==> src/design/csras_pkg.sv <==
// Shared types and constants for the CSR access statistics classifier.
// Used by the front, queue, back and top-level modules; no dependencies.
package csras_pkg;

  // Width of each statistics counter; counters wrap at 2^COUNTER_WIDTH.
  localparam int COUNTER_WIDTH = 32;
  localparam int VALUE_WIDTH   = 32;
  localparam int NUM_COUNTERS  = 14;
  localparam int IDX_WIDTH     = $clog2(NUM_COUNTERS);

  // Upper 32 bits of the destination offset inside the CSR window.
  localparam logic [31:0] CSR_WINDOW_HI = 32'hFFFF_F000;

  localparam logic [15:0] OFS_STATE_CLEAR = 16'h0000;
  localparam logic [15:0] OFS_STATE_SET   = 16'h0004;
  localparam logic [15:0] OFS_BUS_MGR_ID  = 16'h021C;
  localparam logic [15:0] OFS_BANDWIDTH   = 16'h0220;
  localparam logic [15:0] OFS_CHANNELS_HI = 16'h0224;
  localparam logic [15:0] OFS_CHANNELS_LO = 16'h0228;
  localparam logic [15:0] OFS_BCAST_CHAN  = 16'h0234;
  localparam logic [15:0] OFS_FCP_CMD     = 16'h0B00;
  localparam logic [15:0] OFS_FCP_RSP     = 16'h0D00;

  localparam logic [3:0] TC_WRITE_QUAD  = 4'h0;
  localparam logic [3:0] TC_WRITE_BLOCK = 4'h1;
  localparam logic [3:0] TC_READ_QUAD   = 4'h4;
  localparam logic [3:0] TC_READ_BLOCK  = 4'h5;
  localparam logic [3:0] TC_LOCK        = 4'h9;

  typedef enum logic [4:0] {
    CAT_OUTSIDE     = 5'd0,
    CAT_ROM_READ    = 5'd1,
    CAT_STATE_CLEAR = 5'd2,
    CAT_STATE_SET   = 5'd3,
    CAT_BM_READ     = 5'd4,
    CAT_BM_LOCK     = 5'd5,
    CAT_BW_READ     = 5'd6,
    CAT_BW_LOCK     = 5'd7,
    CAT_CH_READ     = 5'd8,
    CAT_CH_LOCK     = 5'd9,
    CAT_BC_READ     = 5'd10,
    CAT_BC_WRITE    = 5'd11,
    CAT_TOPO_READ   = 5'd12,
    CAT_SPEED_READ  = 5'd13,
    CAT_FCP         = 5'd14,
    CAT_RESPONSE    = 5'd15,
    CAT_UNSUPPORTED = 5'd16
  } category_t;

  // Counter slot used for unsupported requests.
  localparam logic [IDX_WIDTH-1:0] IDX_UNSUPPORTED = IDX_WIDTH'(NUM_COUNTERS - 1);

  // One classified item as it travels from the front to the back.
  typedef struct packed {
    category_t             category;
    logic                  counted;
    logic [IDX_WIDTH-1:0]  idx;
  } class_item_t;

endpackage

==> src/design/csras_front.sv <==
// Front part: accepts received packets and classifies them by context,
// transaction code and CSR offset. Depends on csras_pkg.
module csras_front
  import csras_pkg::*;
(
  input  logic        pkt_valid,
  output logic        pkt_stall,
  input  logic        is_request,
  input  logic [3:0]  tcode,
  input  logic [47:0] dest_offset,
  output logic        push,
  output class_item_t push_item,
  input  logic        queue_full
);

  logic        rd;
  logic        rdq;
  logic        wr;
  logic        lk;
  logic [15:0] r;
  category_t   cat;

  assign pkt_stall = queue_full;
  assign push      = pkt_valid && !queue_full;

  always_comb begin
    rd  = (tcode == TC_READ_QUAD);
    rdq = (tcode == TC_READ_QUAD) || (tcode == TC_READ_BLOCK);
    wr  = (tcode == TC_WRITE_QUAD) || (tcode == TC_WRITE_BLOCK);
    lk  = (tcode == TC_LOCK);
    r   = dest_offset[15:0];

    if (!is_request) begin
      cat = CAT_RESPONSE;
    end else if (dest_offset[47:16] != CSR_WINDOW_HI) begin
      cat = CAT_OUTSIDE;
    end else if (r[15:10] == 6'b000001) begin
      // Config ROM takes priority over the single registers.
      cat = rdq ? CAT_ROM_READ : CAT_UNSUPPORTED;
    end else if (r == OFS_STATE_CLEAR) begin
      cat = wr ? CAT_STATE_CLEAR : CAT_UNSUPPORTED;
    end else if (r == OFS_STATE_SET) begin
      cat = wr ? CAT_STATE_SET : CAT_UNSUPPORTED;
    end else if (r == OFS_BUS_MGR_ID) begin
      cat = rd ? CAT_BM_READ : (lk ? CAT_BM_LOCK : CAT_UNSUPPORTED);
    end else if (r == OFS_BANDWIDTH) begin
      cat = rd ? CAT_BW_READ : (lk ? CAT_BW_LOCK : CAT_UNSUPPORTED);
    end else if (r == OFS_CHANNELS_HI || r == OFS_CHANNELS_LO) begin
      cat = rd ? CAT_CH_READ : (lk ? CAT_CH_LOCK : CAT_UNSUPPORTED);
    end else if (r == OFS_BCAST_CHAN) begin
      cat = rd ? CAT_BC_READ : (wr ? CAT_BC_WRITE : CAT_UNSUPPORTED);
    end else if (r[15:10] == 6'b000100) begin
      cat = rdq ? CAT_TOPO_READ : CAT_UNSUPPORTED;
    end else if (r[15:11] == 5'b00100) begin
      cat = rdq ? CAT_SPEED_READ : CAT_UNSUPPORTED;
    end else if (r == OFS_FCP_CMD || r == OFS_FCP_RSP) begin
      cat = CAT_FCP;
    end else begin
      cat = CAT_UNSUPPORTED;
    end

    push_item.category = cat;
    if (cat == CAT_UNSUPPORTED) begin
      push_item.counted = 1'b1;
      push_item.idx     = IDX_UNSUPPORTED;
    end else if (cat >= CAT_ROM_READ && cat <= CAT_SPEED_READ) begin
      push_item.counted = 1'b1;
      push_item.idx     = IDX_WIDTH'(cat - CAT_ROM_READ);
    end else begin
      push_item.counted = 1'b0;
      push_item.idx     = '0;
    end
  end

endmodule

==> src/design/csras_queue.sv <==
// Two-entry queue of classified items between the front and back parts.
// Depends on csras_pkg for the item type.
module csras_queue
  import csras_pkg::*;
(
  input  logic        clk,
  input  logic        rst,
  input  logic        push,
  input  class_item_t push_item,
  output logic        full,
  input  logic        pop,
  output logic        not_empty,
  output class_item_t head,
  output logic [1:0]  level
);

  class_item_t slots [2];
  logic        wr_ptr;
  logic        rd_ptr;
  logic [1:0]  count;

  assign full      = (count == 2'd2);
  assign not_empty = (count != 2'd0);
  assign head      = slots[rd_ptr];
  assign level     = count;

  always_ff @(posedge clk) begin
    if (push) begin
      slots[wr_ptr] <= push_item;
    end
  end

  always_ff @(posedge clk) begin
    if (rst) begin
      wr_ptr <= 1'b0;
      rd_ptr <= 1'b0;
      count  <= 2'd0;
    end else begin
      if (push) begin
        wr_ptr <= !wr_ptr;
      end
      if (pop) begin
        rd_ptr <= !rd_ptr;
      end
      count <= count + 2'(push) - 2'(pop);
    end
  end

endmodule

==> src/design/csras_back.sv <==
// Back part: updates the statistics counters and holds the result register.
// Depends on csras_pkg.
module csras_back
  import csras_pkg::*;
(
  input  logic        clk,
  input  logic        rst,
  input  logic        not_empty,
  input  class_item_t head,
  output logic        pop,
  output logic        res_valid,
  input  logic        res_stall,
  output logic [4:0]  category,
  output logic        counted,
  output logic [31:0] count_value
);

  logic [COUNTER_WIDTH-1:0] counters [NUM_COUNTERS];
  logic [COUNTER_WIDTH-1:0] count_inc;

  assign pop       = not_empty && (!res_valid || !res_stall);
  assign count_inc = counters[head.idx] + COUNTER_WIDTH'(1);

  always_ff @(posedge clk) begin
    if (rst) begin
      res_valid <= 1'b0;
      for (int i = 0; i < NUM_COUNTERS; i++) begin
        counters[i] <= '0;
      end
    end else begin
      if (pop) begin
        res_valid <= 1'b1;
        if (head.counted) begin
          counters[head.idx] <= count_inc;
        end
      end else if (!res_stall) begin
        res_valid <= 1'b0;
      end
    end
  end

  always_ff @(posedge clk) begin
    if (pop) begin
      category    <= head.category;
      counted     <= head.counted;
      count_value <= head.counted ? VALUE_WIDTH'(count_inc) : '0;
    end
  end

endmodule

==> src/design/csr_access_stats_classifier.sv <==
// Top level of the CSR access statistics classifier.
// Instantiates csras_front, csras_queue and csras_back; uses csras_pkg.
//
// The block takes one received asynchronous packet per item on the pkt
// channel and returns exactly one result item per packet on the res channel,
// in order. A request packet whose offset lies in 0xFFFFF0000000 through
// 0xFFFFF000FFFF is classified by offset and transaction code; the matching
// one of fourteen counters (thirteen access classes plus unsupported) is
// incremented, wrapping modulo 2^COUNTER_WIDTH, and its new value (low 32
// bits) is reported with the category. Responses, offsets outside the window
// and FCP addresses are reported but not counted, with a count value of zero.
// Throughput is one item per cycle while the output is not stalled: the front
// classifies in the accept cycle and writes a two-entry queue, and the back
// retires one queued item per cycle into the result register. The result
// register is loaded from the queue head when the back pops it, and a stall
// on a valid result holds the pop. The counters are cleared by reset
// directly; there is no clearing pass and no configuration port.
module csr_access_stats_classifier
  import csras_pkg::*;
(
  input  logic        clk,
  input  logic        rst,
  input  logic        pkt_valid,
  output logic        pkt_stall,
  input  logic        is_request,
  input  logic [3:0]  tcode,
  input  logic [47:0] dest_offset,
  output logic        res_valid,
  input  logic        res_stall,
  output logic [4:0]  category,
  output logic        counted,
  output logic [31:0] count_value
);

  logic        push;
  class_item_t push_item;
  logic        queue_full;
  logic        pop;
  logic        not_empty;
  class_item_t head;
  logic [1:0]  level;

  // Front: classification happens combinationally on the accepted item.
  csras_front u_front (
    .pkt_valid   (pkt_valid),
    .pkt_stall   (pkt_stall),
    .is_request  (is_request),
    .tcode       (tcode),
    .dest_offset (dest_offset),
    .push        (push),
    .push_item   (push_item),
    .queue_full  (queue_full)
  );

  // The queue decouples input stalls from output stalls.
  csras_queue u_queue (
    .clk       (clk),
    .rst       (rst),
    .push      (push),
    .push_item (push_item),
    .full      (queue_full),
    .pop       (pop),
    .not_empty (not_empty),
    .head      (head),
    .level     (level)
  );

  // Back: counter update and the result register.
  csras_back u_back (
    .clk         (clk),
    .rst         (rst),
    .not_empty   (not_empty),
    .head        (head),
    .pop         (pop),
    .res_valid   (res_valid),
    .res_stall   (res_stall),
    .category    (category),
    .counted     (counted),
    .count_value (count_value)
  );

  // The queue never holds more than its two entries.
  a_queue_bound: assert property (@(posedge clk) disable iff (rst)
    level != 2'd3)
    else $error("queue level out of range");

  // A counted result always belongs to a counted class.
  a_counted_class: assert property (@(posedge clk) disable iff (rst)
    (res_valid && counted) |->
      ((category >= CAT_ROM_READ && category <= CAT_SPEED_READ) ||
       category == CAT_UNSUPPORTED))
    else $error("counted result with uncounted category");

  // An uncounted result reports a zero count value.
  a_uncounted_zero: assert property (@(posedge clk) disable iff (rst)
    (res_valid && !counted) |-> (count_value == 32'd0))
    else $error("uncounted result with nonzero value");

  // The back retires an item only when the queue has one.
  a_pop_nonempty: assert property (@(posedge clk) disable iff (rst)
    pop |-> (level != 2'd0))
    else $error("pop from empty queue");

endmodule

==> config.mk <==
export PLATFORM = sky130hd
export DESIGN_NAME = csr_access_stats_classifier
export DESIGN_NICKNAME = d
export VERILOG_FILES = /design/src/design/csras_pkg.sv /design/src/design/csras_front.sv /design/src/design/csras_queue.sv /design/src/design/csras_back.sv /design/src/design/csr_access_stats_classifier.sv
export SDC_FILE = /design/constraint.sdc
export NUM_CORES = 1
export LEC_CHECK = 0
export BUFFER_PORTS_ARGS = -buffer_cell sky130_fd_sc_hd__buf_2
export CAP_MARGIN = 20
export CORE_MARGIN = 8
export CORE_UTILIZATION = 35
export DETAILED_ROUTE_END_ITERATION = 6
export SYNTH_ARGS = -nofsm -noshare
export SYNTH_HDL_FRONTEND = slang
export SYNTH_SLANG_ARGS = --single-unit
==> constraint.sdc <==
create_clock -name clk -period 7.26 [get_ports clk]
set_input_delay 2.178 -clock clk [delete_from_list [all_inputs] [get_ports clk]]
set_output_delay 2.178 -clock clk [all_outputs]
set_load 0.005 [all_outputs]
==> results.json <==
{
  "status": "completed",
  "combPwrFrac_pct": 32.3,
  "placed_area_mm2": 0.0282,
  "crit_fanout": 20,
  "final_util_pct": 39.5,
  "syn_nets": 2042,
  "setup_slack_ns": 2.15,
  "hold_violations": 0,
  "p_per_area_mw_per_mm2": 345,
  "fin_skew_ns": 0.0341,
  "numCtsBuffers": 58,
  "htreeDepth": 2,
  "antenna_found_initial": 1,
  "crit_path_start_kind": "register",
  "finalSetupViolations": 0,
  "area_growth_pct": 11.6,
  "crit_path_top_delay_cell": "nor4_4",
  "swShare_pct": 36.3,
  "dieArea_mm2": 0.0861,
  "diodes": 0,
  "rows": 101,
  "hold_start": "u_back.res_valid",
  "p_int_uw": 6600,
  "via_per_inst": 5.77,
  "finalMaxSlewViolations": 0,
  "cts_resized": 0,
  "clkPwrFrac_pct": 27.2,
  "die_w_um": 293,
  "yosysWarnings": 0,
  "cp_top_family": "simple AND/OR/NAND/NOR gates",
  "coreArea_mm2": 0.0761,
  "drc": 0,
  "cts-hold-fix-buffers": 0,
  "vias": 17800,
  "portBuffers": 96,
  "syn-cell-area_mm2": 0.0269,
  "grt_usage_pct": 17.9,
  "dp_hpwl_um": 46700,
  "finalCritPeriodShare_pct": 70.4,
  "cts_buffer_depth": 3,
  "post_cts_buffers": 0,
  "clk_pin_slew_ns": 0.06,
  "yosysMostFrequentCell": "edfxtp_1",
  "ys_seq_area_share_pct": 64.0,
  "synth_area_leaders": "edfxtp_1, mux4_2, nor2_1, nor3_1, nor3_2",
  "dr.pass1.iters": 6,
  "grt_pass1_vias": 18300,
  "synthFlopType": "edfxtp_1",
  "yosysTopAreaCell": "edfxtp_1",
  "worstMarginPinSlew_ns": 1.14,
  "path_cells": "buf_16, and3b_1, buf_4, o21ai_0, a41oi_1, or4_1, and4b_1, nand4_1, nor4_4, nor2_1",
  "seqPwrFrac_pct": 40.5,
  "synth_common_cells": "edfxtp_1, nor2_1, nor3_1, o21ai_0, clkbuf_1",
  "clock-sinks": 576,
  "setup_tns_ns": 0,
  "grt_start_max_net_pins": 61,
  "initial_core_util_pct": 35.4,
  "first_iter_violations": 1912,
  "drive_above_1_share_pct": 23.0,
  "p_leak_uw": 0.0101,
  "ios": 97,
  "max_freq_mhz": 196,
  "yosys.cell_types.count": 83,
  "synth_edf_count": 570,
  "cp_slowest_stage_delay_ns": 0.86,
  "num-nets-final": 2076,
  "insertion_delay_ns": 0.65,
  "cts_tree": "built",
  "dieHeight_um": 293,
  "wl_um": 79300,
  "grt_pass1_wl_um": 117000,
  "ys_ff_latch": 576,
  "ant_nets": 0,
  "required_ns": 7.59,
  "syn_inst": 1979,
  "fin_hold_ws_ns": 0.510,
  "postSynthAreaPerCell_um2": 13.6,
  "holdCritPathClass": "register to register",
  "drv_cap": 0,
  "globalplace.congestion": 0.874,
  "dpl_worst_slack_ns": 1.74,
  "arrival_ns": 5.44,
  "irDropWorstVdd_mv": 0.238,
  "final_area_mm2": 0.0300,
  "synth.top_cell.area_share_pct": 63.6,
  "critPathKind": "register to register",
  "drt-wirelength-per-cell_um": 25.7,
  "worstSetupEndpointType": "register",
  "grt_overflow": 0,
  "slew_headroom_pct": 23.9,
  "p_switching_uw": 3750,
  "rsz0062_at_grt": "no",
  "finalCriticalPeriod_ns": 5.11,
  "cts_root_buffer": "clkbuf_16",
  "cp_num_buf_inv": 2,
  "synth-async-reset-ratio_pct": 0
}
placed cells by master, fill, tap and decap left out, drive strengths merged, types with 13 or more instances in the layout:
master	instances
edfxtp	570
nor3	273
nor2	267
buf	163
o21ai	155
clkbuf	69
nand2	67
mux4	66
mux2i	51
a41oi	32
clkinv	32
inv	26
o22ai	25
nand4	19
nor4	18
nand2b	17
and4	16
or4	15
xnor2	15
a31oi	14
nand3	13
power by group through the flow:
stage	sequential, uW	clock (uW)	combinational (uW)
after floorplan	4230	0	2280
after global placement	4270	0	3250
after detailed placement	4280	0	3290
after CTS	4210	2860	3310
after global routing	4220	2970	3570
final	4190	2820	3350
metal layers:
layer	track usage (%)	vias to the layer above	routed length [um]
met5	0	-	0
met4	6.16	0	2690
met3	3.09	183	6080
met2	31.2	868	39600
met1	22.4	9127	31000
li1	-	7646	-
tightest hold or removal path, stage by stage (launching register included):
cell	delay, ns
dfxtp_1	0.32
nand2_1	0.08
a21oi_1	0.06
metrics by stage:
step	power [uW]	cells
3_3_place_gp	7520	2980
3_5_place_dp	7570	2980
2_1_floorplan	6510	1979
4_1_cts	10400	3088
6_report	10400	3091
5_1_grt	10800	3091
path summary, 6_finish.rpt:
check	cells after the start	endpoint	slack (ns)
hold reg to reg	2	u_back.res_valid	0.51
hold / removal	2	u_back.res_valid	0.51
setup reg to reg	10	u_back.counters[14][23]	2.15
setup / recovery	10	u_back.counters[14][23]	2.15
area by class of cell:
type,count,area (um2)
inverters,24,90.1
clock inverters,39,253
repair buffers,163,1040
flip-flops and latches,576,17200
multi-input cells,1190,8640
well taps,1030,1290
fillers,7119,46000
clock buffers,69,1490
flip-flops by register name, indices dropped and copies added, names as in the netlist, named ones only:
register	cells
u_queue.wr_ptr	1
u_back.category	5
u_back.count_value	32
u_queue.level	2
u_queue.slots	20
u_queue.rd_ptr	1
u_back.counted	1
u_back.counters	512
u_back.res_valid	1
logic make-up after synthesis:
logic type	after synthesis	synth area share [%]
and+or+nand+nor	761	15.7
DFF	576	64.0
AOI/OAI and AO/OA	279	7.11
buffers and inverters	213	4.53
muxes	124	7.72
xor gates and xnor gates	20	0.678
adders and majority gates	6	0.279
Note: power is estimated with default switching activity, not from simulation.
